<file path="src/hdl/sfa_pkg.sv">
// shared constants, codes and types of the sequenced feed arbiter
// no dependencies; imported by every module of the block
package sfa_pkg;

    localparam int TABLE_DEPTH = 32;
    localparam int TAG_BITS    = 32;

    localparam int IDX_W  = $clog2(TABLE_DEPTH);
    localparam int USED_W = $clog2(TABLE_DEPTH + 1);
    localparam int CAP_W  = 6;
    localparam int SEQ_W  = 64;
    localparam int TAG_W  = 32;
    localparam int CNT_W  = 32;
    localparam int ACC_W  = 6;

    localparam logic [TAG_W-1:0] TAG_MASK = (TAG_BITS >= TAG_W) ? {TAG_W{1'b1}} :
        TAG_W'((64'd1 << TAG_BITS) - 64'd1);

    // result kinds
    localparam logic [1:0] KIND_REL  = 2'd0;
    localparam logic [1:0] KIND_REQ  = 2'd1;
    localparam logic [1:0] KIND_OVF  = 2'd2;
    localparam logic [1:0] KIND_DONE = 2'd3;

    // configuration register indexes
    localparam logic [1:0] CFG_START_KNOWN = 2'd0;
    localparam logic [1:0] CFG_START_SEQ   = 2'd1;
    localparam logic [1:0] CFG_CAP_LIMIT   = 2'd2;

    // stream word widths
    localparam int S_TDATA_W = 104;
    localparam int M_TDATA_W = 232;

    // table update request from the sequencer
    typedef struct packed {
        logic             wr_en;
        logic             clr_en;
        logic [SEQ_W-1:0] seq;
        logic             side;
        logic [TAG_W-1:0] tag;
    } tbl_ctrl_t;

    // shared comparator result
    typedef struct packed {
        logic eq;
        logic lt;
    } cmp_res_t;

endpackage

</file>
<file path="src/hdl/sequenced_feed_arbiter.sv">
// top level of the A/B feed arbiter: sequencer, config registers, result register
// depends on sfa_pkg, sfa_cmp and sfa_table
//
//  channel   direction  handshake            payload
//  s_        in         s_tvalid/s_tready    s_tdata, s_tuser, s_tlast
//  m_        out        m_tvalid/m_tready    m_tdata, m_tuser, m_tlast
//  cfg_      in         cfg_valid/cfg_ready  cfg_index, cfg_data
//
// a message word passes the accept, check, place and after steps, with a duplicate scan
// of the table before place when the table is not empty (a stale or duplicate word skips
// place); a packet end adds a drain step, then per released word a find scan of the table
// and a release step, then a failed find scan and a minimum scan, a request step and the
// done word. with an empty table the drain goes straight to the done word.
// reset is synchronous, active low; the table comes out empty with no pass.
// a stalled m_ side holds the sequencer at the next result; s_tready is low meanwhile.
module sequenced_feed_arbiter (
    input  logic                            aclk,
    input  logic                            aresetn,
    input  logic                            s_tvalid,
    output logic                            s_tready,
    // msg_sequence[63:0], feed_side[64], payload_tag[96:65], zero fill
    input  logic [sfa_pkg::S_TDATA_W-1:0]   s_tdata,
    // has_message[0]
    input  logic                            s_tuser,
    input  logic                            s_tlast,
    output logic                            m_tvalid,
    input  logic                            m_tready,
    // first_seq[63:0], last_seq[127:64], out_side[128], out_tag[160:129],
    // accepted_count[166:161], duplicate_total[198:167],
    // request_total[230:199], zero fill
    output logic [sfa_pkg::M_TDATA_W-1:0]   m_tdata,
    // kind[1:0]
    output logic [1:0]                      m_tuser,
    output logic                            m_tlast,
    input  logic                            cfg_valid,
    output logic                            cfg_ready,
    input  logic [1:0]                      cfg_index,
    input  logic [sfa_pkg::SEQ_W-1:0]       cfg_data
);
    import sfa_pkg::*;

    typedef enum logic [3:0] {
        S_IDLE, S_CHECK, S_DUPSCAN, S_PLACE, S_AFTER,
        S_DRAIN, S_FIND, S_REL, S_MIN, S_REQ, S_DONE
    } state_t;

    state_t            state_reg, state_next;
    logic [IDX_W-1:0]  idx_reg, idx_next;
    logic [SEQ_W-1:0]  in_seq_reg, in_seq_next;
    logic              in_side_reg, in_side_next;
    logic [TAG_W-1:0]  in_tag_reg, in_tag_next;
    logic              in_has_reg, in_has_next;
    logic              in_end_reg, in_end_next;
    logic              exp_valid_reg, exp_valid_next;
    logic [SEQ_W-1:0]  exp_seq_reg, exp_seq_next;
    logic              pend_valid_reg, pend_valid_next;
    logic [SEQ_W-1:0]  pend_first_reg, pend_first_next;
    logic [SEQ_W-1:0]  pend_last_reg, pend_last_next;
    logic [ACC_W-1:0]  pkt_acc_reg, pkt_acc_next;
    logic [CNT_W-1:0]  dup_cnt_reg, dup_cnt_next;
    logic [CNT_W-1:0]  req_cnt_reg, req_cnt_next;
    logic [SEQ_W-1:0]  low_reg, low_next;
    logic              any_reg, any_next;
    logic              start_known_reg;
    logic [SEQ_W-1:0]  start_seq_reg;
    logic [CAP_W-1:0]  cap_limit_reg;

    logic              out_valid_reg, out_valid_next;
    logic [1:0]        out_kind_reg, out_kind_next;
    logic [SEQ_W-1:0]  out_first_reg, out_first_next;
    logic [SEQ_W-1:0]  out_last_reg, out_last_next;
    logic              out_side_reg, out_side_next;
    logic [TAG_W-1:0]  out_tag_reg, out_tag_next;
    logic [ACC_W-1:0]  out_acc_reg, out_acc_next;
    logic [CNT_W-1:0]  out_dup_reg, out_dup_next;
    logic [CNT_W-1:0]  out_req_reg, out_req_next;
    logic              out_tlast_reg, out_tlast_next;

    tbl_ctrl_t         tbl_ctrl;
    logic              rd_valid;
    logic [SEQ_W-1:0]  rd_seq;
    logic              rd_side;
    logic [TAG_W-1:0]  rd_tag;
    logic [USED_W-1:0] used;
    logic [SEQ_W-1:0]  cmp_a, cmp_b;
    cmp_res_t          cmp;
    logic [CAP_W-1:0]  cap_eff;
    logic              out_free;
    logic              idx_last;
    logic [SEQ_W-1:0]  low_m1;
    logic [CNT_W-1:0]  req_inc;

    sfa_table u_table (
        .aclk     (aclk),
        .aresetn  (aresetn),
        .rd_idx   (idx_reg),
        .ctrl     (tbl_ctrl),
        .rd_valid (rd_valid),
        .rd_seq   (rd_seq),
        .rd_side  (rd_side),
        .rd_tag   (rd_tag),
        .used     (used)
    );

    sfa_cmp u_cmp (
        .a   (cmp_a),
        .b   (cmp_b),
        .res (cmp)
    );

    // operand selection for the shared comparator
    always_comb begin
        unique case (state_reg)
            S_CHECK: begin
                cmp_a = in_seq_reg;
                cmp_b = exp_seq_reg;
            end
            S_DUPSCAN: begin
                cmp_a = rd_seq;
                cmp_b = in_seq_reg;
            end
            S_MIN: begin
                cmp_a = rd_seq;
                cmp_b = low_reg;
            end
            S_REQ: begin
                cmp_a = exp_seq_reg;
                cmp_b = low_reg;
            end
            default: begin
                cmp_a = rd_seq;
                cmp_b = exp_seq_reg;
            end
        endcase
    end

    assign cap_eff  = (cap_limit_reg == '0) ? CAP_W'(1) :
                      (cap_limit_reg > CAP_W'(TABLE_DEPTH)) ? CAP_W'(TABLE_DEPTH) :
                      cap_limit_reg;
    assign out_free = !out_valid_reg || m_tready;
    assign idx_last = (idx_reg == IDX_W'(TABLE_DEPTH - 1));
    assign low_m1   = low_reg - SEQ_W'(1);
    assign req_inc  = (req_cnt_reg == {CNT_W{1'b1}}) ? req_cnt_reg : req_cnt_reg + CNT_W'(1);

    always_comb begin
        state_next      = state_reg;
        idx_next        = idx_reg;
        in_seq_next     = in_seq_reg;
        in_side_next    = in_side_reg;
        in_tag_next     = in_tag_reg;
        in_has_next     = in_has_reg;
        in_end_next     = in_end_reg;
        exp_valid_next  = exp_valid_reg;
        exp_seq_next    = exp_seq_reg;
        pend_valid_next = pend_valid_reg;
        pend_first_next = pend_first_reg;
        pend_last_next  = pend_last_reg;
        pkt_acc_next    = pkt_acc_reg;
        dup_cnt_next    = dup_cnt_reg;
        req_cnt_next    = req_cnt_reg;
        low_next        = low_reg;
        any_next        = any_reg;

        out_valid_next  = out_valid_reg && !m_tready;
        out_kind_next   = out_kind_reg;
        out_first_next  = out_first_reg;
        out_last_next   = out_last_reg;
        out_side_next   = out_side_reg;
        out_tag_next    = out_tag_reg;
        out_acc_next    = out_acc_reg;
        out_dup_next    = out_dup_reg;
        out_req_next    = out_req_reg;
        out_tlast_next  = out_tlast_reg;

        tbl_ctrl        = '0;
        tbl_ctrl.seq    = in_seq_reg;
        tbl_ctrl.side   = in_side_reg;
        tbl_ctrl.tag    = in_tag_reg;

        unique case (state_reg)
            S_IDLE: begin
                if (s_tvalid) begin
                    in_seq_next  = s_tdata[63:0];
                    in_side_next = s_tdata[64];
                    in_tag_next  = s_tdata[96:65] & TAG_MASK;
                    in_has_next  = s_tuser;
                    in_end_next  = s_tlast || !s_tuser;
                    if (!exp_valid_reg) begin
                        exp_valid_next = 1'b1;
                        exp_seq_next   = start_known_reg ? start_seq_reg : s_tdata[63:0];
                    end
                    state_next = S_CHECK;
                end
            end
            S_CHECK: begin
                idx_next = '0;
                priority if (!in_has_reg) begin
                    state_next = S_DRAIN;
                end else if (cmp.lt) begin
                    if (dup_cnt_reg != {CNT_W{1'b1}}) dup_cnt_next = dup_cnt_reg + CNT_W'(1);
                    state_next = S_AFTER;
                end else if (used == '0) begin
                    state_next = S_PLACE;
                end else begin
                    state_next = S_DUPSCAN;
                end
            end
            S_DUPSCAN: begin
                priority if (rd_valid && cmp.eq) begin
                    if (dup_cnt_reg != {CNT_W{1'b1}}) dup_cnt_next = dup_cnt_reg + CNT_W'(1);
                    state_next = S_AFTER;
                end else if (idx_last) begin
                    state_next = S_PLACE;
                end else begin
                    idx_next = idx_reg + IDX_W'(1);
                end
            end
            S_PLACE: begin
                if (CAP_W'(used) >= cap_eff) begin
                    if (out_free) begin
                        out_valid_next = 1'b1;
                        out_kind_next  = KIND_OVF;
                        out_first_next = in_seq_reg;
                        out_last_next  = '0;
                        out_side_next  = 1'b0;
                        out_tag_next   = '0;
                        out_acc_next   = '0;
                        out_dup_next   = dup_cnt_reg;
                        out_req_next   = req_cnt_reg;
                        out_tlast_next = !in_end_reg;
                        state_next     = S_AFTER;
                    end
                end else begin
                    tbl_ctrl.wr_en = 1'b1;
                    if (pkt_acc_reg != {ACC_W{1'b1}}) pkt_acc_next = pkt_acc_reg + ACC_W'(1);
                    state_next = S_AFTER;
                end
            end
            S_AFTER: begin
                idx_next   = '0;
                state_next = in_end_reg ? S_DRAIN : S_IDLE;
            end
            S_DRAIN: begin
                idx_next   = '0;
                any_next   = 1'b0;
                state_next = (used == '0) ? S_DONE : S_FIND;
            end
            S_FIND: begin
                priority if (rd_valid && cmp.eq) begin
                    state_next = S_REL;
                end else if (idx_last) begin
                    idx_next   = '0;
                    state_next = S_MIN;
                end else begin
                    idx_next = idx_reg + IDX_W'(1);
                end
            end
            S_REL: begin
                // idx still points at the hit slot
                if (out_free) begin
                    out_valid_next  = 1'b1;
                    out_kind_next   = KIND_REL;
                    out_first_next  = rd_seq;
                    out_last_next   = '0;
                    out_side_next   = rd_side;
                    out_tag_next    = rd_tag;
                    out_acc_next    = '0;
                    out_dup_next    = dup_cnt_reg;
                    out_req_next    = req_cnt_reg;
                    out_tlast_next  = 1'b0;
                    tbl_ctrl.clr_en = 1'b1;
                    exp_seq_next    = exp_seq_reg + SEQ_W'(1);
                    pend_valid_next = 1'b0;
                    state_next      = S_DRAIN;
                end
            end
            S_MIN: begin
                if (rd_valid && (!any_reg || cmp.lt)) begin
                    low_next = rd_seq;
                    any_next = 1'b1;
                end
                if (idx_last) begin
                    state_next = S_REQ;
                end else begin
                    idx_next = idx_reg + IDX_W'(1);
                end
            end
            S_REQ: begin
                if (any_reg && cmp.lt && (!pend_valid_reg || pend_first_reg != exp_seq_reg
                                          || pend_last_reg != low_m1)) begin
                    if (out_free) begin
                        pend_valid_next = 1'b1;
                        pend_first_next = exp_seq_reg;
                        pend_last_next  = low_m1;
                        req_cnt_next    = req_inc;
                        out_valid_next  = 1'b1;
                        out_kind_next   = KIND_REQ;
                        out_first_next  = exp_seq_reg;
                        out_last_next   = low_m1;
                        out_side_next   = 1'b0;
                        out_tag_next    = '0;
                        out_acc_next    = '0;
                        out_dup_next    = dup_cnt_reg;
                        out_req_next    = req_inc;
                        out_tlast_next  = 1'b0;
                        state_next      = S_DONE;
                    end
                end else begin
                    state_next = S_DONE;
                end
            end
            S_DONE: begin
                if (out_free) begin
                    out_valid_next = 1'b1;
                    out_kind_next  = KIND_DONE;
                    out_first_next = exp_seq_reg;
                    out_last_next  = '0;
                    out_side_next  = 1'b0;
                    out_tag_next   = '0;
                    out_acc_next   = pkt_acc_reg;
                    out_dup_next   = dup_cnt_reg;
                    out_req_next   = req_cnt_reg;
                    out_tlast_next = 1'b1;
                    pkt_acc_next   = '0;
                    state_next     = S_IDLE;
                end
            end
            default: begin
                state_next = S_IDLE;
            end
        endcase
    end

    always_ff @(posedge aclk) begin
        if (!aresetn) begin
            state_reg       <= S_IDLE;
            exp_valid_reg   <= 1'b0;
            exp_seq_reg     <= '0;
            pend_valid_reg  <= 1'b0;
            pend_first_reg  <= '0;
            pend_last_reg   <= '0;
            pkt_acc_reg     <= '0;
            dup_cnt_reg     <= '0;
            req_cnt_reg     <= '0;
            out_valid_reg   <= 1'b0;
            start_known_reg <= 1'b0;
            start_seq_reg   <= '0;
            cap_limit_reg   <= CAP_W'(TABLE_DEPTH);
        end else begin
            state_reg      <= state_next;
            exp_valid_reg  <= exp_valid_next;
            exp_seq_reg    <= exp_seq_next;
            pend_valid_reg <= pend_valid_next;
            pend_first_reg <= pend_first_next;
            pend_last_reg  <= pend_last_next;
            pkt_acc_reg    <= pkt_acc_next;
            dup_cnt_reg    <= dup_cnt_next;
            req_cnt_reg    <= req_cnt_next;
            out_valid_reg  <= out_valid_next;
            if (cfg_valid) begin
                unique case (cfg_index)
                    CFG_START_KNOWN: start_known_reg <= cfg_data[0];
                    CFG_START_SEQ:   start_seq_reg   <= cfg_data;
                    CFG_CAP_LIMIT:   cap_limit_reg   <= cfg_data[CAP_W-1:0];
                    default:         ;
                endcase
            end
        end
        // datapath registers, no reset needed
        idx_reg       <= idx_next;
        in_seq_reg    <= in_seq_next;
        in_side_reg   <= in_side_next;
        in_tag_reg    <= in_tag_next;
        in_has_reg    <= in_has_next;
        in_end_reg    <= in_end_next;
        low_reg       <= low_next;
        any_reg       <= any_next;
        out_kind_reg  <= out_kind_next;
        out_first_reg <= out_first_next;
        out_last_reg  <= out_last_next;
        out_side_reg  <= out_side_next;
        out_tag_reg   <= out_tag_next;
        out_acc_reg   <= out_acc_next;
        out_dup_reg   <= out_dup_next;
        out_req_reg   <= out_req_next;
        out_tlast_reg <= out_tlast_next;
    end

    assign s_tready  = (state_reg == S_IDLE);
    assign cfg_ready = 1'b1;
    assign m_tvalid  = out_valid_reg;
    assign m_tuser   = out_kind_reg;
    assign m_tlast   = out_tlast_reg;
    assign m_tdata   = {1'b0, out_req_reg, out_dup_reg, out_acc_reg, out_tag_reg,
                        out_side_reg, out_last_reg, out_first_reg};

endmodule

</file>
<file path="src/hdl/sfa_cmp.sv">
// shared 64-bit comparator of the sequencer: equality and unsigned less-than
// depends on sfa_pkg
module sfa_cmp (
    input  logic [sfa_pkg::SEQ_W-1:0] a,
    input  logic [sfa_pkg::SEQ_W-1:0] b,
    output sfa_pkg::cmp_res_t         res
);
    import sfa_pkg::*;

    assign res.eq = (a == b);
    assign res.lt = (a < b);

endmodule

</file>
<file path="src/hdl/sfa_table.sv">
// reorder table: per-slot valid bits, sequence, side and tag stores, fill count
// depends on sfa_pkg; written and read by the sequencer in the top level
module sfa_table (
    input  logic                          aclk,
    input  logic                          aresetn,
    input  logic [sfa_pkg::IDX_W-1:0]     rd_idx,
    input  sfa_pkg::tbl_ctrl_t            ctrl,
    output logic                          rd_valid,
    output logic [sfa_pkg::SEQ_W-1:0]     rd_seq,
    output logic                          rd_side,
    output logic [sfa_pkg::TAG_W-1:0]     rd_tag,
    output logic [sfa_pkg::USED_W-1:0]    used
);
    import sfa_pkg::*;

    logic [TABLE_DEPTH-1:0] valid_reg;
    logic [SEQ_W-1:0]       seq_reg  [TABLE_DEPTH];
    logic                   side_reg [TABLE_DEPTH];
    logic [TAG_W-1:0]       tag_reg  [TABLE_DEPTH];
    logic [USED_W-1:0]      used_reg;
    logic [IDX_W-1:0]       free_idx;

    // lowest free slot
    always_comb begin
        free_idx = '0;
        for (int i = TABLE_DEPTH - 1; i >= 0; i--) begin
            if (!valid_reg[i]) begin
                free_idx = IDX_W'(i);
            end
        end
    end

    always_ff @(posedge aclk) begin
        if (!aresetn) begin
            valid_reg <= '0;
            used_reg  <= '0;
        end else if (ctrl.wr_en) begin
            valid_reg[free_idx] <= 1'b1;
            used_reg            <= used_reg + USED_W'(1);
        end else if (ctrl.clr_en) begin
            valid_reg[rd_idx] <= 1'b0;
            used_reg          <= used_reg - USED_W'(1);
        end
    end

    always_ff @(posedge aclk) begin
        if (ctrl.wr_en) begin
            seq_reg[free_idx]  <= ctrl.seq;
            side_reg[free_idx] <= ctrl.side;
            tag_reg[free_idx]  <= ctrl.tag;
        end
    end

    assign rd_valid = valid_reg[rd_idx];
    assign rd_seq   = seq_reg[rd_idx];
    assign rd_side  = side_reg[rd_idx];
    assign rd_tag   = tag_reg[rd_idx];
    assign used     = used_reg;

endmodule

</file>
<file path="config.mk">
export PLATFORM = sky130hd
export DESIGN_NAME = sequenced_feed_arbiter
export DESIGN_NICKNAME = d
export VERILOG_FILES = /design/src/hdl/sfa_pkg.sv /design/src/hdl/sequenced_feed_arbiter.sv /design/src/hdl/sfa_cmp.sv /design/src/hdl/sfa_table.sv
export SDC_FILE = /design/constraint.sdc
export NUM_CORES = 2
export LEC_CHECK = 0
export ABC_CLOCK_PERIOD_IN_PS = 33300
export BUFFER_PORTS_ARGS = -buffer_cell sky130_fd_sc_hd__buf_2
export CAP_MARGIN = 40
export CORE_AREA = 4 4 557 559
export CTS_CLUSTER_DIAMETER = 40
export CTS_CLUSTER_SIZE = 25
export DETAILED_ROUTE_END_ITERATION = 16
export DIE_AREA = 0 0 561 563
export GPL_TIMING_DRIVEN = 1
export PLACE_DENSITY = 0.68
export SLEW_MARGIN = 20
export SYNTH_ARGS = -nofsm -noshare
export SYNTH_HDL_FRONTEND = slang
export SYNTH_SLANG_ARGS = --single-unit
</file>
<file path="constraint.sdc">
create_clock -name aclk -period 33.3 [get_ports aclk]
set_input_delay 3.33 -clock aclk [delete_from_list [all_inputs] [get_ports aclk]]
set_output_delay 3.33 -clock aclk [all_outputs]
set_load 0.02 [all_outputs]
</file>
* Word level (Yosys, flattened, before mapping)
Memory sizes are Yosys's and may differ from the RTL's. A register that Yosys moved wholly into a read port is not among the register bits.
Index checks and enable logic that the tools add are counted.
** Cells by class
- Add/subtract/negate cells :: 8
- $lt $le $gt $ge :: 7
- Equal/unequal tests :: 40
- Muxes and demuxes :: 150
- Bitwise operators :: 3
- Reductions and logical operators :: 54
** Operators with widths (number)
- $mux W64 :: 13
- $mux W32 :: 18
- $pmux W64 S2 :: 3
- $pmux W64 S4 :: 1
- $mux W5 :: 39
- $pmux W32 S3 :: 2
- $pmux W64 S3 :: 1
- $ne A64 B64 Y1 :: 2
- $pmux W32 S4 :: 1
- $mux W6 :: 11
- $add A32 B1 Y32 const B :: 2
- $add A64 B1 Y64 const B :: 1
- $eq A64 B64 Y1 :: 1
- $lt A64 B64 Y1 :: 1
- $pmux W32 S2 :: 1
- $sub A64 B1 Y64 const B :: 1
- $mux W4 :: 13
- $pmux W4 S11 :: 1
- $ne A2 B2 Y1 const B :: 17
- $and A32 B32 Y32 :: 1
- $eq A32 B32 Y1 const B :: 1
- $ne A32 B32 Y1 const B :: 1
- $not A32 Y32 :: 1
- $or A32 B32 Y32 :: 1
- other kinds (45) :: 128
** Storage, ports and cells
- Register bits after elaboration :: 781
- Bits in writable memories :: 3104
- Logic and storage cells :: 297
- Memories :: 3
** Memory list
- u_table.seq_reg :: depth 32, width 64, read ports 1, clocked after Yosys merged registers in 1, wr ports 1, line sfa_table.sv:17 : logic [SEQ_W-1:0] seq_reg [TABLE_DEPTH];
- u_table.tag_reg :: depth 32, width 32, read ports 1, clocked after Yosys merged registers in 1, wr ports 1, line sfa_table.sv:19 : logic [TAG_W-1:0] tag_reg [TABLE_DEPTH];
- u_table.side_reg :: depth 32, width 1, read ports 1, clocked after Yosys merged registers in 1, wr ports 1, line sfa_table.sv:18 : logic side_reg [TABLE_DEPTH];

* Logic depth before layout (Yosys ltp)
- Depth in word-level cells :: 38
- Depth in mapped cells :: 23
- Mapped depth without buffers :: 18

* Hierarchy
A second synthesis with hierarchy kept.
** Unflattened totals
- Cells, all modules :: 9091
- Area, all modules :: 156193.6 µm²
** By module, submodules not included
- sfa_table :: instances 1, cells an instance 4975, area each 117998.2 µm², seq. area each 93970.1 µm²
- sequenced_feed_arbiter :: instances 1, cells an instance 3889, area each 36557.6 µm², seq. area each 18908.1 µm²
- sfa_cmp :: instances 1, cells an instance 227, area each 1637.8 µm², seq. area each 0.0 µm²

* Least setup slack after synthesis
Ideal clock, no wire load.
- Path type :: reg-to-reg
- From :: register (tool-made name)
- To :: register any_reg (enable)
- Library setup time :: 0.344 ns
- Arrival time :: 15.359 ns
- Required time :: 32.956 ns
- Slack :: 17.598 ns
- Stages on the path, launching flop included :: 20
- Path buffers :: 3
- Path through :: dfxtp_1 > clkbuf_1 > clkbuf_1 > buf_1 > mux4_2 > mux4_2 > mux2_2 > nor2_1 > a21oi_1 > ha_1 > a21o_1 > a21o_1 > a211o_1 > o211ai_1 > a21oi_1 > o31ai_1 > and4bb_1 > inv_1 > a2111oi_0 > o21bai_1
** RTL lines
- to (signal assigned) :: line sequenced_feed_arbiter.sv:377 : any_reg <= any_next;
- to (decl) :: line sequenced_feed_arbiter.sv:63 : logic any_reg, any_next;

==> out/qor.csv <==
metric,value,unit
status,finished clean,
place_area,167000,sq um
die_w,561,microns
syn_area_per_cell,18.12,sq um
setup_viol,0,
fin_crit,10720,ps
endpoint,pend_last_reg[14],
power.density,85.88,nW/um^2
synth_ff_type,edfxtp_1,
core_area,305000,sq um
worstMarginPinSlew,1008,ps
antenna_left,0,
slowest_delay,760,ps
nNetsFinal,9631,
clock_skew,92.08,ps
syn_nets,8988,
async_reset_ff_share,0,%
clk_path_buf_depth,4,
post-route-period-util,32.18,%
relSlewSlack,32.80,%
io_pins,415,
fmax,93.32,MHz
required,34110,ps
cts_tree,built,
wire_per_inst,33.12,microns
r2r-end,pend_last_reg[14],
vias,89506,
ff2ff_path_depth,23,
path_cells,buf_4 -> buf_4 -> buf_4 -> buf_4 -> mux4_2 -> mux4_2 -> mux2_2 -> nor2_1 -> a21oi_1 -> ha_1 -> and4_1 -> nand3_1 -> or3_1 -> or3_1 -> nor3_1 -> a21oi_1 -> and4bb_1 -> and4_1 -> nand2_8 -> buf_4 -> buf_16 -> mux2i_1 -> nor2_1,
yosys-top-cells-count,"edfxtp_1, mux4_2, nand2_1, nor2_1, clkbuf_1",
peakVddDrop,0.08388,mV
drtPass1Iterations,6,
drv_cap,0,
synthTopCellsByArea,"edfxtp_1, mux4_2, dfxtp_1",
dpl.hpwl,272500,microns
num_rows,203,
grt_start_max_net_pins,137,
grt_pass1_vias,86751,
start_kind,flip-flop,
grt_first_pass_wirelength,647000,microns
start_util,51.82,%
drcViolationCount,0,
synth_cell_types,101,
dr.first_iter.drc_count,13164,
drt_wl_total,459900,microns
htree_levels,5,
rrSetupSlack,22580,ps
largest_reg_flops,2048,
ctsResizeCount,0,
final_layout_size_suffix_gt1_share,28.01,%
port_buffers,405,
clk_pin_slew,70,ps
yosysTopAreaCellShare,66.61,%
hp-class,reg -> reg,
yosys_warnings,0,
synth_edf_count,3507,
synth-seq-cells,3890,
seq_area_frac_synth,71.46,%
grt_usage,28.55,%
hp-start,start_seq_reg[2],
final_area,184100,sq um
rsz0062_at_grt,false,
leakage,60.47,nW
vias_per_cell,6.446,
cts.sinks,3890,
critical_path_class,reg -> reg,
synth_cells,8724,
dieArea,315800,sq um
endpoint_kind,flip-flop,
hold_buffers,0,
timing.final.hold_violations,0,
die_h,563,microns
slowest_stage,nor3_1,
syn2layout_area_growth,16.42,%
crit_top_cell,buf_4,
cp_max_fo,45,
fillers,21549,
synth_top_area_cell,edfxtp_1,
overflow,0,
setup_tns,0,ps
drv_slew,0,
cts_setup_buffers,0,
antenna_found_initial,34,
insertion_delay,1000,ps
arrival,11530,ps
synth_area,158100,sq um
numCtsBuffers,458,
synth_most_common_cell,edfxtp_1,
place.gp.congestion,0.9605,
root_buffer,clkbuf_16,
==> worst min path at each step <==
stage	slack (ps)	cells past startpoint	endpoint
global placement	440	1	exp_valid_reg
global route	480	2	start_seq_reg[44]
detailed placement	450	0	out_dup_reg[30]
floorplan	430	0	out_dup_reg[28]
finish	460	2	start_seq_reg[2]
CTS	460	2	start_seq_reg[2]
==> critical path: cells and delay by family, from the launching register on <==
family | cells | cell delay [ps]
compound gates | 2 | 180
fa+ha+maj | 1 | 320
buf+inv | 6 | 3500
flops | 1 | 690
mux | 4 | 1670
simple gates | 10 | 3850
==> cell families (layout without fill, tap and decap cells) <==
logic type	after synthesis	count (layout)	share of synthesized area, %
other	2	16	0.004750
AND/OR/NAND/NOR	1660	1660	5.110
adder cells (fa/ha/maj)	87	87	0.6933
buffers and inverters	619	1667	1.655
multiplexers	1331	1331	16.22
XOR/XNOR	209	209	1.221
flip-flops	3890	3890	71.46
AO/OA/AOI/OAI	926	926	3.627
==> cells in the final DEF (no fill, tap or decap), drive strengths merged, types with 16 or more instances in the layout <==
cell type | Yosys | layout
edfxtp | 3507 | 3507
mux4 | 978 | 978
buf | 126 | 744
nand2 | 519 | 519
clkbuf | 435 | 498
nor2 | 477 | 477
dfxtp | 383 | 383
a21oi | 378 | 378
mux2i | 283 | 283
inv | 57 | 174
o21ai | 167 | 167
clkinv | 1 | 147
xnor2 | 132 | 132
nand3 | 102 | 102
nor3 | 96 | 96
ha | 86 | 86
nand4 | 82 | 82
a22oi | 75 | 75
mux2 | 70 | 70
xor2 | 70 | 70
nor4 | 66 | 66
a22o | 60 | 60
bufinv | 0 | 58
and3 | 49 | 49
and2 | 49 | 49
clkinvlp | 0 | 46
or3 | 45 | 45
nand2b | 44 | 44
o22ai | 41 | 41
or2 | 33 | 33
a21o | 28 | 28
a211oi | 26 | 26
or4 | 26 | 26
o211ai | 24 | 24
o31ai | 21 | 21
nor2b | 21 | 21
a31oi | 20 | 20
and4 | 16 | 16
==> where the power goes <==
part / switching [mW] / total [mW] / internal (mW) / leakage, nW
Sequential: 0.296 / 6.09 / 5.79 / 34.7
Clock: 2.19 / 5.28 / 3.08 / 7.85
Combinational: 2.51 / 4.44 / 1.93 / 17.9
==> metal layers <==
| metal | global-route usage (%) | wire [microns] | vias up |
|---|---|---|---|
| met4 | 8.984 | 15420 | 8 |
| met2 | 45.46 | 219700 | 5259 |
| met3 | 4.402 | 45770 | 843 |
| li1 | - | - | 36543 |
| met5 | 0 | 36 | - |
| met1 | 41.16 | 178900 | 46853 |
==> through the flow <==
stage / util [%] / hold WS [ps] / power [mW] / instances / setup slack (ps)
after global routing: 60.33 / 482.7 / 16.37 / 13879 / 22010
after detailed placement: 54.73 / 452.6 / 10.53 / 12967 / 22580
after CTS: 60.10 / 461.9 / 15.80 / 13832 / 22480
final: 60.34 / 459.6 / 15.81 / 13886 / 22580
after floorplan: - / 430.0 / 9.030 / 8724 / 17600
after global placement: 54.10 / 439.7 / 10.39 / 12881 / 21930
==> final cells by class <==
type / count / area, sq um / area share [%]
antenna: 14 / 35.03 / 0.01903
clock buffer: 498 / 11720 / 6.366
clock inverter: 367 / 4662 / 2.533
inverter: 58 / 225.2 / 0.1224
multi-input combinational: 4215 / 42890 / 23.30
sequential: 3890 / 113000 / 61.40
tap: 4100 / 5130 / 2.787
timing repair buffer: 744 / 6391 / 3.472
Note: power is estimated with default switching activity, not from simulation.
